$ cat src/rtl/co2bc_pkg.sv
// Shared types and constants for the CO2 band controller.
`default_nettype none

package co2bc_pkg;

  // Fixed field widths
  localparam int unsigned PpmWidth   = 16;
  localparam int unsigned SpWidth    = 11;
  localparam int unsigned BandWidth  = 9;
  localparam int unsigned FanWidth   = 10;
  localparam int unsigned TickWidth  = 16;
  localparam int unsigned CfgIdxWidth = 3;
  localparam int unsigned CfgDataWidth = 16;

  // Scaling divide: numerator is (co2 - sp) * (max - min)
  localparam int unsigned NumWidth   = PpmWidth + FanWidth;

  // Register indexes
  localparam logic [CfgIdxWidth-1:0] RegSetpoint  = 3'd0;
  localparam logic [CfgIdxWidth-1:0] RegBand      = 3'd1;
  localparam logic [CfgIdxWidth-1:0] RegHighLimit = 3'd2;
  localparam logic [CfgIdxWidth-1:0] RegFanMin    = 3'd3;
  localparam logic [CfgIdxWidth-1:0] RegFanMax    = 3'd4;
  localparam logic [CfgIdxWidth-1:0] RegInject    = 3'd5;
  localparam logic [CfgIdxWidth-1:0] RegWait      = 3'd6;

  // Register reset values
  localparam logic [SpWidth-1:0]   SetpointRst  = 11'd800;
  localparam logic [BandWidth-1:0] BandRst      = 9'd50;
  localparam logic [PpmWidth-1:0]  HighLimitRst = 16'd2000;
  localparam logic [FanWidth-1:0]  FanMinRst    = 10'd300;
  localparam logic [FanWidth-1:0]  FanMaxRst    = 10'd1000;
  localparam logic [TickWidth-1:0] InjectRst    = 16'd1500;
  localparam logic [TickWidth-1:0] WaitRst      = 16'd30000;

  // Action codes
  localparam logic ActTick   = 1'b0;
  localparam logic ActSample = 1'b1;

  typedef struct packed {
    logic                action;
    logic [PpmWidth-1:0] co2_ppm;
  } in_t;

  typedef struct packed {
    logic                valve_open;
    logic [FanWidth-1:0] fan_level;
    logic                fan_on;
    logic                alarm_high;
    logic                is_waiting;
    logic                sample_taken;
  } out_t;

  typedef struct packed {
    logic [SpWidth-1:0]   setpoint_ppm;
    logic [BandWidth-1:0] band_ppm;
    logic [PpmWidth-1:0]  high_limit_ppm;
    logic [FanWidth-1:0]  fan_min;
    logic [FanWidth-1:0]  fan_max;
    logic [TickWidth-1:0] inject_ticks;
    logic [TickWidth-1:0] wait_ticks;
  } cfg_t;

endpackage

`default_nettype wire

$ cat src/rtl/co2bc_cfg.sv
// Configuration register file for the CO2 band controller.
`default_nettype none

module co2bc_cfg (
  input  wire logic                                 clk_i,
  input  wire logic                                 rst_ni,
  input  wire logic                                 cfg_valid_i,
  output logic                                      cfg_ready_o,
  input  wire logic [co2bc_pkg::CfgIdxWidth-1:0]    cfg_index_i,
  input  wire logic [co2bc_pkg::CfgDataWidth-1:0]   cfg_data_i,
  output co2bc_pkg::cfg_t                           cfg_o
);

  co2bc_pkg::cfg_t cfg_q, cfg_d;

  // Always take writes
  assign cfg_ready_o = 1'b1;

  // Decode the write beat
  always_comb begin
    cfg_d = cfg_q;
    if (cfg_valid_i) begin
      unique case (cfg_index_i)
        co2bc_pkg::RegSetpoint:
          cfg_d.setpoint_ppm = cfg_data_i[co2bc_pkg::SpWidth-1:0];
        co2bc_pkg::RegBand:
          cfg_d.band_ppm = cfg_data_i[co2bc_pkg::BandWidth-1:0];
        co2bc_pkg::RegHighLimit:
          cfg_d.high_limit_ppm = cfg_data_i[co2bc_pkg::PpmWidth-1:0];
        co2bc_pkg::RegFanMin:
          cfg_d.fan_min = cfg_data_i[co2bc_pkg::FanWidth-1:0];
        co2bc_pkg::RegFanMax:
          cfg_d.fan_max = cfg_data_i[co2bc_pkg::FanWidth-1:0];
        co2bc_pkg::RegInject:
          cfg_d.inject_ticks = cfg_data_i[co2bc_pkg::TickWidth-1:0];
        co2bc_pkg::RegWait:
          cfg_d.wait_ticks = cfg_data_i[co2bc_pkg::TickWidth-1:0];
        default: ;
      endcase
    end
  end

  always_ff @(posedge clk_i or negedge rst_ni) begin
    if (!rst_ni) begin
      cfg_q.setpoint_ppm   <= co2bc_pkg::SetpointRst;
      cfg_q.band_ppm       <= co2bc_pkg::BandRst;
      cfg_q.high_limit_ppm <= co2bc_pkg::HighLimitRst;
      cfg_q.fan_min        <= co2bc_pkg::FanMinRst;
      cfg_q.fan_max        <= co2bc_pkg::FanMaxRst;
      cfg_q.inject_ticks   <= co2bc_pkg::InjectRst;
      cfg_q.wait_ticks     <= co2bc_pkg::WaitRst;
    end else begin
      cfg_q <= cfg_d;
    end
  end

  assign cfg_o = cfg_q;

endmodule

`default_nettype wire

$ cat src/rtl/co2bc_div.sv
// Restoring divider for the fan scaling, one quotient bit per cycle.
`default_nettype none

module co2bc_div (
  input  wire logic                                clk_i,
  input  wire logic                                rst_ni,
  input  wire logic                                start_i,
  input  wire logic [co2bc_pkg::NumWidth-1:0]      num_i,
  input  wire logic [co2bc_pkg::PpmWidth-1:0]      den_i,
  output logic                                     done_o,
  output logic [co2bc_pkg::FanWidth-1:0]           quot_o
);

  // Quotient is known to stay below 2**FanWidth, so only FanWidth steps run
  localparam int unsigned QW = co2bc_pkg::FanWidth;
  localparam int unsigned RW = co2bc_pkg::PpmWidth;
  localparam int unsigned CntWidth = $clog2(QW + 1);

  logic [RW-1:0]       rem_q, rem_d;
  logic [QW-1:0]       sh_q, sh_d;
  logic [RW-1:0]       den_q, den_d;
  logic [CntWidth-1:0] cnt_q, cnt_d;
  logic                busy_q, busy_d;
  logic                done_q, done_d;
  logic [RW:0]         trial;
  logic [RW:0]         diff;

  // Shared subtract-and-compare step
  always_comb begin
    trial = {rem_q, sh_q[QW-1]};
    diff  = trial - {1'b0, den_q};
  end

  always_comb begin
    rem_d  = rem_q;
    sh_d   = sh_q;
    den_d  = den_q;
    cnt_d  = cnt_q;
    busy_d = busy_q;
    done_d = 1'b0;
    if (start_i) begin
      // Load the high part as the first partial remainder
      rem_d  = num_i[co2bc_pkg::NumWidth-1:QW];
      sh_d   = num_i[QW-1:0];
      den_d  = den_i;
      cnt_d  = CntWidth'(QW);
      busy_d = 1'b1;
    end else if (busy_q) begin
      // Advance one quotient bit
      if (!diff[RW]) begin
        rem_d = diff[RW-1:0];
        sh_d  = {sh_q[QW-2:0], 1'b1};
      end else begin
        rem_d = trial[RW-1:0];
        sh_d  = {sh_q[QW-2:0], 1'b0};
      end
      cnt_d = cnt_q - 1'b1;
      if (cnt_q == CntWidth'(1)) begin
        busy_d = 1'b0;
        done_d = 1'b1;
      end
    end
  end

  always_ff @(posedge clk_i or negedge rst_ni) begin
    if (!rst_ni) begin
      cnt_q  <= '0;
      busy_q <= 1'b0;
      done_q <= 1'b0;
    end else begin
      cnt_q  <= cnt_d;
      busy_q <= busy_d;
      done_q <= done_d;
    end
  end

  always_ff @(posedge clk_i) begin
    rem_q <= rem_d;
    sh_q  <= sh_d;
    den_q <= den_d;
  end

  assign done_o = done_q;
  assign quot_o = sh_q;

endmodule

`default_nettype wire

$ cat src/rtl/co2bc_ctrl.sv
// Sequencer and controller state for the CO2 band controller.
`default_nettype none

module co2bc_ctrl #(
  parameter int unsigned COUNT_WIDTH = 16,
  parameter int unsigned PPM_WIDTH   = 16
) (
  input  wire logic               clk_i,
  input  wire logic               rst_ni,
  input  wire co2bc_pkg::cfg_t    cfg_i,
  input  wire logic               in_valid_i,
  output logic                    in_stall_o,
  input  wire co2bc_pkg::in_t     in_data_i,
  output logic                    out_valid_o,
  input  wire logic               out_stall_i,
  output co2bc_pkg::out_t         out_data_o
);

  localparam int unsigned PW = co2bc_pkg::PpmWidth;
  localparam int unsigned FW = co2bc_pkg::FanWidth;
  localparam int unsigned NW = co2bc_pkg::NumWidth;
  localparam int unsigned CoBits = (PPM_WIDTH < PW) ? PPM_WIDTH : PW;
  localparam int unsigned TickBits =
    (COUNT_WIDTH < co2bc_pkg::TickWidth) ? COUNT_WIDTH : co2bc_pkg::TickWidth;

  typedef enum logic [3:0] {
    ST_IDLE = 4'b0001,
    ST_MUL  = 4'b0010,
    ST_DIV  = 4'b0100,
    ST_OUT  = 4'b1000
  } state_e;

  typedef enum logic [2:0] {
    PH_IDLE   = 3'b001,
    PH_INJECT = 3'b010,
    PH_WAIT   = 3'b100
  } phase_e;

  state_e                 state_q, state_d;
  phase_e                 phase_q, phase_d;
  logic [COUNT_WIDTH-1:0] count_q, count_d;
  logic [FW-1:0]          fan_q, fan_d;
  logic                   vent_q, vent_d;
  logic                   alarm_q, alarm_d;
  logic                   taken_q, taken_d;
  logic [PW-1:0]          excess_q, excess_d;
  logic [FW-1:0]          span_q, span_d;
  logic [PW-1:0]          den_q, den_d;
  logic                   out_valid_q, out_valid_d;
  co2bc_pkg::out_t        out_q, out_d;

  logic [PW-1:0]          co2;
  logic [PW:0]            co2_ext, sp_ext, band_ext, lim_ext;
  logic                   is_low, is_high, over_lim, lim_le_sp;
  logic [COUNT_WIDTH-1:0] inject_n, wait_n;
  logic                   count_last;
  logic                   accept;
  logic                   out_free;
  logic                   div_start, div_done;
  logic [NW-1:0]          prod;
  logic [FW-1:0]          quot;

  // Sample compares, all unsigned on one extra bit
  always_comb begin
    co2       = PW'(in_data_i.co2_ppm[CoBits-1:0]);
    co2_ext   = {1'b0, co2};
    sp_ext    = (PW + 1)'(cfg_i.setpoint_ppm);
    band_ext  = (PW + 1)'(cfg_i.band_ppm);
    lim_ext   = {1'b0, cfg_i.high_limit_ppm};
    is_low    = (co2_ext + band_ext) < sp_ext;
    is_high   = co2_ext > (sp_ext + band_ext);
    over_lim  = co2_ext > lim_ext;
    lim_le_sp = lim_ext <= sp_ext;
  end

  // Tick counts masked to the counter width
  assign inject_n   = COUNT_WIDTH'(cfg_i.inject_ticks[TickBits-1:0]);
  assign wait_n     = COUNT_WIDTH'(cfg_i.wait_ticks[TickBits-1:0]);
  assign count_last = (count_q[COUNT_WIDTH-1:1] == '0);

  assign in_stall_o = (state_q != ST_IDLE);
  assign accept     = in_valid_i && !in_stall_o;
  assign out_free   = !out_valid_q || !out_stall_i;

  // Scaling product, registered inside the divider
  assign prod      = NW'(excess_q) * NW'(span_q);
  assign div_start = (state_q == ST_MUL);

  co2bc_div u_div (
    .clk_i   (clk_i),
    .rst_ni  (rst_ni),
    .start_i (div_start),
    .num_i   (prod),
    .den_i   (den_q),
    .done_o  (div_done),
    .quot_o  (quot)
  );

  // Sequencer and controller update
  always_comb begin
    state_d  = state_q;
    phase_d  = phase_q;
    count_d  = count_q;
    fan_d    = fan_q;
    vent_d   = vent_q;
    alarm_d  = alarm_q;
    taken_d  = taken_q;
    excess_d = excess_q;
    span_d   = span_q;
    den_d    = den_q;
    unique case (state_q)
      ST_IDLE: begin
        if (accept) begin
          state_d = ST_OUT;
          taken_d = 1'b0;
          if (in_data_i.action == co2bc_pkg::ActTick) begin
            // Count down the injection or the wait
            if (phase_q == PH_INJECT) begin
              if (count_last) begin
                if (wait_n == '0) begin
                  phase_d = PH_IDLE;
                  count_d = '0;
                end else begin
                  phase_d = PH_WAIT;
                  count_d = wait_n;
                end
              end else begin
                count_d = count_q - 1'b1;
              end
            end else if (phase_q == PH_WAIT) begin
              if (count_last) begin
                phase_d = PH_IDLE;
                count_d = '0;
              end else begin
                count_d = count_q - 1'b1;
              end
            end
          end else if (phase_q == PH_IDLE) begin
            taken_d = 1'b1;
            if (is_low) begin
              // Start injection, fan off
              fan_d   = '0;
              vent_d  = 1'b0;
              phase_d = PH_INJECT;
              count_d = (inject_n == '0) ? COUNT_WIDTH'(1) : inject_n;
            end else if (is_high) begin
              vent_d = 1'b1;
              if (over_lim) begin
                alarm_d = 1'b1;
                fan_d   = cfg_i.fan_max;
              end else begin
                alarm_d = 1'b0;
                if (lim_le_sp) begin
                  fan_d = cfg_i.fan_max;
                end else if (cfg_i.fan_max < cfg_i.fan_min) begin
                  // Clamp order settles on the minimum
                  fan_d = cfg_i.fan_min;
                end else begin
                  excess_d = co2 - PW'(cfg_i.setpoint_ppm);
                  span_d   = cfg_i.fan_max - cfg_i.fan_min;
                  den_d    = cfg_i.high_limit_ppm - PW'(cfg_i.setpoint_ppm);
                  state_d  = ST_MUL;
                end
              end
            end else begin
              fan_d  = '0;
              vent_d = 1'b0;
            end
          end
        end
      end
      ST_MUL: begin
        state_d = ST_DIV;
      end
      ST_DIV: begin
        if (div_done) begin
          fan_d   = cfg_i.fan_min + quot;
          state_d = ST_OUT;
        end
      end
      ST_OUT: begin
        if (out_free) begin
          state_d = ST_IDLE;
        end
      end
      default: state_d = ST_IDLE;
    endcase
  end

  // Output register: hold while stalled, load when free
  always_comb begin
    out_valid_d = out_valid_q && out_stall_i;
    out_d       = out_q;
    if ((state_q == ST_OUT) && out_free) begin
      out_valid_d        = 1'b1;
      out_d.valve_open   = (phase_q == PH_INJECT);
      out_d.fan_level    = fan_q;
      out_d.fan_on       = vent_q;
      out_d.alarm_high   = alarm_q;
      out_d.is_waiting   = (phase_q == PH_WAIT);
      out_d.sample_taken = taken_q;
    end
  end

  always_ff @(posedge clk_i or negedge rst_ni) begin
    if (!rst_ni) begin
      state_q     <= ST_IDLE;
      phase_q     <= PH_IDLE;
      count_q     <= '0;
      fan_q       <= '0;
      vent_q      <= 1'b0;
      alarm_q     <= 1'b0;
      taken_q     <= 1'b0;
      out_valid_q <= 1'b0;
    end else begin
      state_q     <= state_d;
      phase_q     <= phase_d;
      count_q     <= count_d;
      fan_q       <= fan_d;
      vent_q      <= vent_d;
      alarm_q     <= alarm_d;
      taken_q     <= taken_d;
      out_valid_q <= out_valid_d;
    end
  end

  always_ff @(posedge clk_i) begin
    excess_q <= excess_d;
    span_q   <= span_d;
    den_q    <= den_d;
    out_q    <= out_d;
  end

  assign out_valid_o = out_valid_q;
  assign out_data_o  = out_q;

endmodule

`default_nettype wire

$ cat src/rtl/co2_band_controller_core.sv
// A tick, an ignored sample or an unscaled sample goes from accept to the output state and
// then the output register; a sample on the proportional fan slope passes the multiply
// state, 10 divider steps, the load of the fan level and the output register.
// Items are taken one at a time; the next item is taken the cycle after the result
// enters the output register, and output stalls hold the result back.
// Reset (rst_ni low, asynchronous) restores the default registers and clears state.
`default_nettype none

module co2_band_controller_core #(
  parameter int unsigned COUNT_WIDTH = 16,
  parameter int unsigned PPM_WIDTH   = 16
) (
  input  wire logic                               clk_i,
  input  wire logic                               rst_ni,
  input  wire logic                               in_valid_i,
  output logic                                    in_stall_o,
  input  wire co2bc_pkg::in_t                     in_data_i,
  output logic                                    out_valid_o,
  input  wire logic                               out_stall_i,
  output co2bc_pkg::out_t                         out_data_o,
  input  wire logic                               cfg_valid_i,
  output logic                                    cfg_ready_o,
  input  wire logic [co2bc_pkg::CfgIdxWidth-1:0]  cfg_index_i,
  input  wire logic [co2bc_pkg::CfgDataWidth-1:0] cfg_data_i
);

  co2bc_pkg::cfg_t cfg;

  co2bc_cfg u_cfg (
    .clk_i       (clk_i),
    .rst_ni      (rst_ni),
    .cfg_valid_i (cfg_valid_i),
    .cfg_ready_o (cfg_ready_o),
    .cfg_index_i (cfg_index_i),
    .cfg_data_i  (cfg_data_i),
    .cfg_o       (cfg)
  );

  co2bc_ctrl #(
    .COUNT_WIDTH (COUNT_WIDTH),
    .PPM_WIDTH   (PPM_WIDTH)
  ) u_ctrl (
    .clk_i       (clk_i),
    .rst_ni      (rst_ni),
    .cfg_i       (cfg),
    .in_valid_i  (in_valid_i),
    .in_stall_o  (in_stall_o),
    .in_data_i   (in_data_i),
    .out_valid_o (out_valid_o),
    .out_stall_i (out_stall_i),
    .out_data_o  (out_data_o)
  );

endmodule

`default_nettype wire
$ cat config.mk
export PLATFORM = sky130hd
export DESIGN_NAME = co2_band_controller_core
export DESIGN_NICKNAME = d
export VERILOG_FILES = /design/src/rtl/co2bc_pkg.sv /design/src/rtl/co2bc_cfg.sv /design/src/rtl/co2bc_div.sv /design/src/rtl/co2bc_ctrl.sv /design/src/rtl/co2_band_controller_core.sv
export SDC_FILE = /design/constraint.sdc
export NUM_CORES = 1
export LEC_CHECK = 0
export BUFFER_PORTS_ARGS = -buffer_cell sky130_fd_sc_hd__buf_2
export CORE_UTILIZATION = 45
export CTS_CLUSTER_SIZE = 24
export DETAILED_ROUTE_END_ITERATION = 6
export SETUP_SLACK_MARGIN = 0.5
export SLEW_MARGIN = 10
export SYNTH_ARGS = -nofsm -noshare
export SYNTH_HDL_FRONTEND = slang
export SYNTH_SLANG_ARGS = --single-unit
$ cat constraint.sdc
create_clock -name clk_i -period 5.55 [get_ports clk_i]
set_clock_uncertainty 0.05 [all_clocks]
set_input_delay 0.8325 -clock clk_i [delete_from_list [all_inputs] [get_ports clk_i]]
set_output_delay 0.8325 -clock clk_i [all_outputs]
set_load 0.01 [all_outputs]
======== Word level (Yosys, flattened, before mapping) ========
Cells that the tools add are included.
storage, ports and cells
  bits in registers ....................... 230
  input port bits ......................... 41
  output and inout port bits .............. 18
  word-level logic and storage cells ...... 160
operators by class
  add/sub/neg operators ................... 9
  multiply operators ...................... 1
  magnitude comparators ................... 5
  equality and inequality tests ........... 23
  mux-type cells .......................... 58
  bitwise gates (word level) .............. 4
  reductions and logical operators ........ 30
operators by type and width
  operator               count
  $mux 16                12
  $mux 10                11
  $mux 4                 12
  $logic_not 16->1       2
  $sub 16x11->16         2
  $mul 16x10->26         1
  $mux 3                 8
  $pmux 10 s2            1
  $reduce_and 6->1       3
  $add 16x9->17          1
  $gt 16x17->1           1
  $lt 17x11->1           1
  $sub 17x16->17         1
  $gt 16x16->1           1
  $le 16x11->1           1
  $pmux 4 s4             1
  $reduce_and 2->1       8
  $sub 16x1->16 const B  1
  $logic_not 15->1       1
  $mux 1                 13
  $add 11x9->12          1
  $eq 3x3->1 const B     4
  $add 10x10->10         1
  $lt 10x10->1           1
  other kinds (23)       41

======== Logic depth before layout (Yosys ltp) ========
Gate-level depths: netlist of the first run.
  depth in word-level cells ............... 10
  gate-level depth with buffers ........... 21
  depth with buffers taken out ............ 20

======== By module ========
A second synthesis of the first run with hierarchy kept.
unflattened totals
  cell total of the unflattened synthesis .. 1894
  area total of the unflattened synthesis .. 19139.6 um2
modules (own cells, without submodules)
  module      times used  cells an instance  area each (um2)  sequential area each (um2)
  co2bc_ctrl  1           1401               12702.2          2640.0
  co2bc_cfg   1           193                3382.0           2247.2
  co2bc_div   1           300                3055.4           1411.4

======== Least setup slack after synthesis of the first run ========
No wires, ideal clock.
  path type ............................... register -> register
  start ................................... register u_ctrl.span_q[3]
  end ..................................... register u_ctrl.u_div.rem_q[14] (data pin)
  setup time .............................. 0.272 ns
  arrival ................................. 5.397 ns
  data required time ...................... 5.228 ns
  setup slack ............................. -0.169 ns
  cell stages (with the launch flop) ...... 20
  buffers on the path ..................... 1
  clock period less this slack ............ 5.719 ns
  cells stage by stage .................... edfxtp_1 -> clkbuf_1 -> nand2_1 -> fa_1 -> inv_1 -> fa_1 -> fa_1 -> fa_1 -> inv_1 -> fa_1 -> inv_1 -> ha_1 -> a21o_1 -> nor2b_1 -> o21ai_1 -> o311ai_0 -> a21o_1 -> a221oi_1 -> xor2_1 -> mux2i_1
between the ends
  cells in the longest elaborated chain, start to end .. 2
RTL lines
  item                              RTL line           text
  from (decl)                       co2bc_ctrl.sv:47   logic [FW-1:0] span_q, span_d;
  from (signal assigned)            co2bc_ctrl.sv:229  span_q <= span_d;
  $mul 16x10->26                    co2bc_ctrl.sv:86   assign prod = NW'(excess_q) * NW'(span_q);
  $mux 16                           co2bc_div.sv:41    if (start_i) begin
  named net u_ctrl.u_div.rem_d[14]  co2bc_div.sv:19    logic [RW-1:0] rem_q, rem_d;
  to (signal assigned)              co2bc_div.sv:78    rem_q <= rem_d;
  to (decl)                         co2bc_div.sv:19
The timed path passes the listed nets, and every way through them passes these cells.
A chain may end at the register's enable or synchronous reset.

======== Worst setup path after layout of the first run ========
  start ................................... register u_ctrl.excess_q[7]
  end ..................................... register u_ctrl.u_div.rem_q[13] (data pin)
between the ends
  cells in the longest elaborated chain, start to end .. 2
RTL lines
  item                              RTL line           text
  from (decl)                       co2bc_ctrl.sv:46   logic [PW-1:0] excess_q, excess_d;
  from (signal assigned)            co2bc_ctrl.sv:228  excess_q <= excess_d;
  $mul 16x10->26                    co2bc_ctrl.sv:86
  $mux 16                           co2bc_div.sv:41
  named net u_ctrl.u_div.rem_d[13]  co2bc_div.sv:19
The timed path passes the listed nets, and every way through them passes these cells.

==> metrics.txt, run 1 <==
H-tree depth=1; Syn Nets=2271; min setup slack post-route=0.0565 ns; routed wire length=51.1 mm; clock share of power=30.2%; layout net count=2387; Num CTS Buffers=28; TNS Setup=0 ns; Synth Area in Adders=23.9%; Post-CTS Hold Buffers=0; vias per cell=5.63; setup violators final=0; IO buf count=57; Util after Layout=52.4%; final cell count without fillers=2613; simple-gate share of the synthesized area=15.4%; DR pass1 iterations=6; NetSw=1.96 mW; RSZ-0062 raised after global routing=true; dpl hpwl=39.4 mm; fraction of layout cells with a size suffix above 1=19.9%; Netlist Area Pre-Place=19100 sq um; # rows=75; post-synthesis mux area share=5.61%; Internal Power=3.84 mW; Hold Fails Final Rpt=0; complex-gate fraction of the synthesized area=13.0%; Global Route Usage Sum=23.7%; WP data required=5.82 ns; Peak VDD IR=0.000248 V; Starting DRT DRC Count=945; initial antenna violation count=1; area grow syn2layout=15.1%; most used standard cell by instance count after synthesis=inv_1; clock-pin transition on the worst setup and hold timing paths=0.06 ns; CP Capture Type=flop; I/O Pins=59; yosys warns=0; Synth area leader=edfxtp_1; Final Max Slew Viols=0; fin crit share=99.0%; Worst-Margin Slew=1.14 ns; sequential power share=38.4%; relative slew slack=22.7%; Comb pwr share=31.5%; Synth area leaders=edfxtp_1, fa_1, dfrtp_1, ha_1, dfstp_2; share of the synthesized area in the top cell type=15.6%; Antenna Cells=0; CTS max path bufs=3; Post-synth ARST share=57.0%; Leak=9.85 nW; initial core utilization=45.5%; DP Worst Slack=-0.112 ns; Post-Synthesis Cells=1936; Period minus WS final=5.49 ns; Power Density=264 nW/um^2; largest family of logic cells by synthesized area=adder cells; Setup CP Type=reg -> reg; startpoint types=flop; post-synthesis sequential area ratio=33.0%; crit path DAT=5.76 ns; syn avg cell area=9.87 sq um; Die W=208 um; Clock Latency Late Sink=0.59 ns; Yosys cell types=83; top post-synthesis cells by count=inv_1, nand2_1, ha_1; max_cap viols=0; sw frac=33.8%; EDFF count, synth=99; antenna viol nets, final=0; Placed Instances=2531; FMAX=0.182 GHz; final hold slack=0.344 ns; vias in the first global route=14700; CTS tree=done; GPL Wtd Cong=0.924; largest net degree at the start of global routing=87; Synth Flop Type=edfxtp_1; Residual DRC=0; first-pass GRT wire length=80.7 mm; CP Max Fanout=8; xor/xnor cell area share of the yosys netlist=3.53%; die height=208 um; grt ovf=0; root buffer cell=clkbuf_16; clock tree sinks=230; core area=41900 sq um; wire per inst=19.6 um; status=complete, no violations; routed via count=14700; post-synthesis register bit count=230; worst min path class=reg -> reg; die area=43300 sq um
final timing paths:
path                       slack (ns)  depth (start not counted)               start                endpoint
hold reg to reg                  0.34                          0    u_ctrl.den_q[12]  u_ctrl.u_div.den_q[12]
min in group asynchronous        0.38                          1              rst_ni      u_ctrl.count_q[13]
setup / recovery                 0.06                         19  u_ctrl.excess_q[7]  u_ctrl.u_div.rem_q[13]
setup reg to reg                 0.06                         19  u_ctrl.excess_q[7]  u_ctrl.u_div.rem_q[13]
hold / removal                   0.34                          0    u_ctrl.den_q[12]  u_ctrl.u_div.den_q[12]
max in group asynchronous        3.79                          2              rst_ni         u_cfg.cfg_o[74]
stage by stage:
stage          cell area, sq um  total power, mW
2_1_floorplan             19300             3.50
3_3_place_gp              20400             4.01
3_5_place_dp              20400             4.07
4_1_cts                   21700             5.84
5_1_grt                   22000             6.15
6_report                  22000             5.80
state kept, by name, indices dropped and copies added, names as in the netlist, 4 cells and up:
signal,cells
u_cfg.cfg_o,88
u_ctrl.count_q,16
u_ctrl.den_q,16
u_ctrl.excess_q,16
u_ctrl.u_div.den_q,16
u_ctrl.u_div.rem_q,16
u_ctrl.out_data_o,15
u_ctrl.fan_q,10
u_ctrl.span_q,10
u_ctrl.u_div.quot_o,10
u_ctrl.state_q,4
u_ctrl.u_div.cnt_q,4
cell families after synthesis:
family | count (synthesis)
AND/OR/NAND/NOR | 581
flip-flops | 230
other | 1
multiplexers | 98
buffers and inverters | 280
XOR/XNOR | 77
AO/OA/AOI/OAI | 375
adder cells (fa/ha/maj) | 294
critical path, cell delays in order (launching register included):
cell and delay (ns):
edfxtp_1 0.55, buf_6 0.16, nand2_1 0.06, fa_1 0.50, inv_2 0.04, fa_1 0.49
inv_1 0.05, fa_1 0.47, fa_1 0.57, inv_2 0.04, fa_1 0.42, ha_2 0.22
a21o_1 0.19, nor2b_2 0.16, o21ai_4 0.23, a21boi_4 0.10, o2111ai_2 0.24, a41oi_2 0.13
or3_1 0.33, a32o_1 0.24
power by group through the flow:
stage          Clock (mW)  Sequential (mW)  Combinational, mW
3_5_place_dp            0             2.26               1.81
3_3_place_gp            0             2.25               1.76
5_1_grt              1.86             2.25               2.04
6_report             1.75             2.23               1.82
4_1_cts              1.79             2.23               1.82
2_1_floorplan           0             2.19               1.31
layout make-up:
class	count	area [sq um]
tap	539	674
sequential	230	6300
inverter	217	815
multi-input combinational	1426	12200
clock buffer	46	818
clock inverter	6	58.8
fill	3620	20000
timing repair buffer	149	1090
layout by cell type, fill, tap and decap left out, types with 62 or more instances in the layout:
cell type,Yosys,final
a21oi_1,67,62
nand2_1,201,191
and2_1,80,65
nor2_1,86,83
buf_4,4,71
inv_1,216,205
dfrtp_1,93,93
o21ai_0,102,92
ha_1,177,163
mux2_2,73,73
fa_1,117,113
edfxtp_1,99,99
routing by layer:
layer  track usage (%)  part of all wire, %  vias to the layer above
li1                  -                    -                     7020
met1              32.5                   45                     7227
met2              38.9                   46                      364
met3              2.45                  4.4                       97
met4              9.12                  4.0                        2
met5                 0                0.025                        -
repair_timing:
item                       CTS  global route
resized for setup           44            70
setup buffers               18            12
pin swaps                   28            45
setup endpoints to repair   16            51
Note: power is estimated with default switching activity, not from simulation.
==> inputs of run 2 (changes only) <==
Clock period 5.55 ns to 6.04 ns, I/O delays scaled along.
==> run 2 against run 1 <==
- wire length fell by 3.0%
- die area stayed put
- sequential power fell by 8%
- sequential share of layout area increased by 0.37 points
- combinational power is 10% lower
- total power fell by 8.1%
- register-to-register slack gained 0.45 ns
- flip-flop and latch count stayed put
- count of clock-buffer cells in the layout decreased by 4
- critical path type unchanged
- critical endpoint unchanged
==> metrics.txt, run 2 (same netlist as run 1, synthesis figures left out) <==
Max stage delay cell, worst path=fa_1; Starting DRT DRC Count=966; Die W=208 um; Antenna Cells=0; H-tree depth=1; GPL Wtd Cong=0.921; Hold Fails Final Rpt=0; Comb pwr share=30.5%; area of the multi-input gates=12000 sq um; fraction of layout cells with a size suffix above 1=17.9%; grt ovf=0; Fillers=3769; max_cap viols=0; fin crit share=91.6%; DR pass1 iterations=6; routed wire length=49.6 mm; sw frac=32.7%; CP Max Fanout=5; most frequent cells in the layout=inv_1, nand2_1, ha_1, fa_1, edfxtp_1; vias in the first global route=14900; # rows=75; first-pass GRT wire length=79.7 mm; die area=43300 sq um; Largest register FFs=88; wire per inst=19.0 um; Global Route Usage Sum=23.0%; vias per cell=5.65; WP data required=6.29 ns; Power Density=245 nW/um^2; R2R Setup Slk=0.51 ns; clock-pin transition on the worst setup and hold timing paths=0.05 ns; RSZ-0062 raised after global routing=true; die height=208 um; Crit path max-delay family=adder cells; initial core utilization=45.5%; clock tree sinks=230; Residual DRC=0; root buffer cell=clkbuf_16; Setup CP Type=reg -> reg; Clock Latency Late Sink=0.56 ns; commonest non-fill, non-tap cell in the layout=inv_1; crit path DAT=5.78 ns; max incr delay on CP=0.55 ns; antenna viol nets, final=0; Final Total Pwr=5.33 mW; Worst-Margin Slew=1.05 ns; Num CTS Buffers=27; CTS max path bufs=3; area grow syn2layout=13.6%; NetSw=1.74 mW; CP Capture Type=flop; Period minus WS final=5.53 ns; setup violators final=0; Leak=9.78 nW; sequential power share=38.4%; I/O Pins=59; Internal Power=3.59 mW; routed via count=14700; startpoint types=flop; CTS tree=done; Final Max Slew Viols=0; status=complete, no violations; dpl hpwl=38.3 mm; largest net degree at the start of global routing=68; Peak VDD IR=0.000214 V; Post-CTS Hold Buffers=0; layout net count=2381; cell mode on critical path=fa_1; TNS Setup=0 ns; worst-path cell chain=buf_4 > and2_1 > fa_1 > fa_1 > fa_1 > fa_1 > inv_1 > fa_1 > inv_2 > ha_4 > a21oi_2 > o21ai_2 > o21ai_4 > a21boi_2 > o2111ai_2 > a41oi_2 > or3_1 > a32o_1; WP buf/inv=3; worst min path class=reg -> reg; FF/Latch Area=6300 sq um; clock share of power=31.1%; core area=41900 sq um; relative slew slack=28.8%; initial antenna violation count=0; FMAX=0.181 GHz; IO buf count=57
-- run 2: metal layers --
metal	up-vias	wire length, um	track usage (%)
met1	7282	22300	31.3
met3	79	2330	2.22
met5	-	0	0
li1	6993	-	-
met2	381	23900	39.5
met4	0	1090	5.72
-- run 2: through the flow --
stage	utilization (%)	cell area (sq um)	hold slack, ns	std cells	worst slack, ns
3_3_place_gp	47.7	20000	0.355	2494	0.219
6_report	51.8	21700	0.359	2606	0.509
4_1_cts	51.1	21400	0.363	2591	0.503
2_1_floorplan	-	19100	0.350	1936	0.501
3_5_place_dp	47.7	20000	0.355	2494	0.110
5_1_grt	51.8	21700	0.377	2606	0.297
-- run 2: path summary, 6_finish.rpt --
| path | start | endpoint | depth (start not counted) |
|---|---|---|---|
| worst max register to register | u_ctrl.excess_q[8] | u_ctrl.u_div.rem_q[13] | 18 |
| worst max-delay path | u_ctrl.excess_q[8] | u_ctrl.u_div.rem_q[13] | 18 |
| worst min-delay path | u_ctrl.den_q[4] | u_ctrl.u_div.den_q[4] | 0 |
| min in group asynchronous | rst_ni | u_ctrl.count_q[14] | 1 |
| worst min register to register | u_ctrl.den_q[4] | u_ctrl.u_div.den_q[4] | 0 |
| max in group asynchronous | rst_ni | u_ctrl.u_div.busy_q | 2 |
-- run 2: power groups by stage --
stage	combinational, mW	sequential [mW]	clock (mW)
after floorplan	1.20	2.01	0
after global placement	1.57	2.07	0
after detailed placement	1.61	2.08	0
after CTS	1.63	2.05	1.69
after global routing	1.83	2.07	1.75
final	1.63	2.05	1.65
-- run 2: layout make-up --
class	instances	share of cell area [%]
Clock buffer	42	3.98
Tap cell	539	3.11
Inverter	217	3.75
Sequential cell	230	29.0
Multi-Input combinational cell	1426	55.2
Timing Repair Buffer	144	4.69
Clock inverter	8	0.259
-- run 2: timing repair --
action                     in CTS  in global routing
pin swaps                      27                 50
resized for setup              30                 44
buffers inserted               47                 15
setup endpoints to repair       8                 10
-- run 2: worst register-to-register path, stage by stage, from the launching register on --
cell,delay (ns)
edfxtp_1,0.49
buf_4,0.19
and2_1,0.16
fa_1,0.55
fa_1,0.44
fa_1,0.47
fa_1,0.49
inv_1,0.05
fa_1,0.55
inv_2,0.05
ha_4,0.23
a21oi_2,0.17
o21ai_2,0.11
o21ai_4,0.21
a21boi_2,0.10
o2111ai_2,0.23
a41oi_2,0.15
or3_1,0.33
a32o_1,0.26
==> inputs of run 3 (changes only) <==
Settings changed: CORE_UTILIZATION 45 to 50, PLACE_DENSITY set to 0.66.
==> run 3 against run 2 <==
- sequential power hardly changed
- total power about the same
- combinational power hardly changed
- fmax shrank 0.86%
- first-iteration DRC count grew 15%
- flip-flop and latch count unchanged
- highest routed layer unchanged
- sequential share of layout area is 0.11 points higher
- critical path depth is the same
- core utilization grew 5.7 points
==> metrics.txt, run 3 (same netlist as run 1, synthesis figures left out) <==
status=complete, no violations; CTS tree=done; max_cap viols=0; routed via count=14700; most frequent cells in the layout=inv_1, nand2_1, ha_1, fa_1, edfxtp_1; Crit path max-delay family=adder cells; setup violators final=0; # rows=71; Setup CP Type=reg -> reg; CP Capture Type=flop; Antenna Cells=0; routed wire length=48.7 mm; Leak=9.75 nW; IO buf count=57; area grow syn2layout=13.2%; RSZ-0062 raised after global routing=true; layout net count=2375; H-tree depth=1; FMAX=0.179 GHz; core area=37700 sq um; wire per inst=18.9 um; CP startpoint=u_ctrl.span_q[4]; vias in the first global route=14800; relative slew slack=28.5%; TNS Setup=0 ns; WP data required=6.29 ns; r2r startpoint=u_ctrl.span_q[4]; die area=39000 sq um; Final Max Slew Viols=0; Clock Latency Late Sink=0.57 ns; Peak VDD IR=0.000296 V; die height=197 um; cell mode on critical path=fa_1; vias per cell=5.71; Largest register FFs=88; commonest non-fill, non-tap cell in the layout=inv_1; GPL Wtd Cong=0.912; clock tree sinks=230; Period minus WS final=5.58 ns; Residual DRC=0; dpl hpwl=36.9 mm; CTS max path bufs=3; crit path DAT=5.83 ns; Num CTS Buffers=27; Hold Fails Final Rpt=0; Max stage delay cell, worst path=fa_1; fraction of layout cells with a size suffix above 1=17.6%; Post-CTS Hold Buffers=0; worst-path cell chain=and2_4 > fa_1 > fa_1 > fa_1 > fa_1 > inv_1 > fa_1 > inv_1 > ha_4 > nand4_1 > buf_4 > nor2_4 > nand3_2 > a21boi_4 > o2111ai_2 > a41oi_2 > o21ai_1 > a32o_1; worst min path class=reg -> reg; startpoint types=flop; initial antenna violation count=1; CP Max Fanout=6; root buffer cell=clkbuf_16; I/O Pins=59; Worst-Margin Slew=1.06 ns; largest net degree at the start of global routing=80; Starting DRT DRC Count=1112; hold path startpoint=u_ctrl.den_q[4]; max incr delay on CP=0.54 ns; initial core utilization=50.7%; final cell count without fillers=2572; clock-pin transition on the worst setup and hold timing paths=0.06 ns; DR pass1 iterations=6; Placed Instances=2466; antenna viol nets, final=0; Power Density=247 nW/um^2; Global Route Usage Sum=25.3%; fin crit share=92.4%; WP buf/inv=3; Die W=197 um; first-pass GRT wire length=77.3 mm; grt ovf=0
-- run 3: per-stage QoR --
stage                     power [mW]  worst slack [ns]  area, sq um  hold WS [ns]  utilization, %
after floorplan                 3.21             0.501        19100         0.350               -
final                           5.33             0.461        21600         0.369            57.4
after detailed placement        3.68             0.143        20000         0.355            53.0
after CTS                       5.37             0.489        21300         0.369            56.4
after global routing            5.63             0.304        21600         0.375            57.4
after global placement          3.63             0.252        20000         0.354            53.0
-- run 3: timing repair --
item                                    in CTS  in global routing
buffers inserted                            36                 20
resized for setup                           19                 48
endpoints found under the setup margin       9                 10
pin swaps                                   20                 43
-- run 3: worst paths after layout --
| path | to | slack (ns) | cells after the start |
|---|---|---|---|
| setup / recovery | u_ctrl.u_div.rem_q[13] | 0.46 | 18 |
| hold / removal | u_ctrl.u_div.den_q[4] | 0.37 | 0 |
| setup reg to reg | u_ctrl.u_div.rem_q[13] | 0.46 | 18 |
| hold reg to reg | u_ctrl.u_div.den_q[4] | 0.37 | 0 |
| max in group asynchronous | u_ctrl.out_valid_o | 4.19 | 2 |
| min in group asynchronous | u_cfg.cfg_o[9] | 0.47 | 1 |
-- run 3: worst register-to-register path, cell delays in order, from the launching register on --
cell and delay, ns:
edfxtp_1 0.53, and2_4 0.21, fa_1 0.47, fa_1 0.53, fa_1 0.52, fa_1 0.54
inv_1 0.05, fa_1 0.53, inv_1 0.06, ha_4 0.30, nand4_1 0.18, buf_4 0.20
nor2_4 0.07, nand3_2 0.12, a21boi_4 0.21, o2111ai_2 0.15, a41oi_2 0.23, o21ai_1 0.09
a32o_1 0.26
-- run 3: cell type report --
cell class | count | area (sq um)
Clock inverter | 13 | 120
Tap cell | 511 | 639
Sequential cell | 230 | 6300
Clock buffer | 37 | 801
Timing Repair Buffer | 138 | 935
Fill cell | 3286 | 16000
Inverter | 217 | 815
Multi-Input combinational cell | 1426 | 12000
-- run 3: routing by layer --
metal	vias to the layer above	track usage [%]	wire, um
met5	-	0	0
met4	0	8.99	1790
met3	88	3.67	2610
met2	396	41.5	22700
met1	7214	34.0	21600
li1	6989	-	-
-- run 3: report_power, final --
part           switching [mW]  internal, mW
clock network           0.682         0.982
registers               0.153          1.89
logic                   0.912         0.709
total                    1.75          3.59
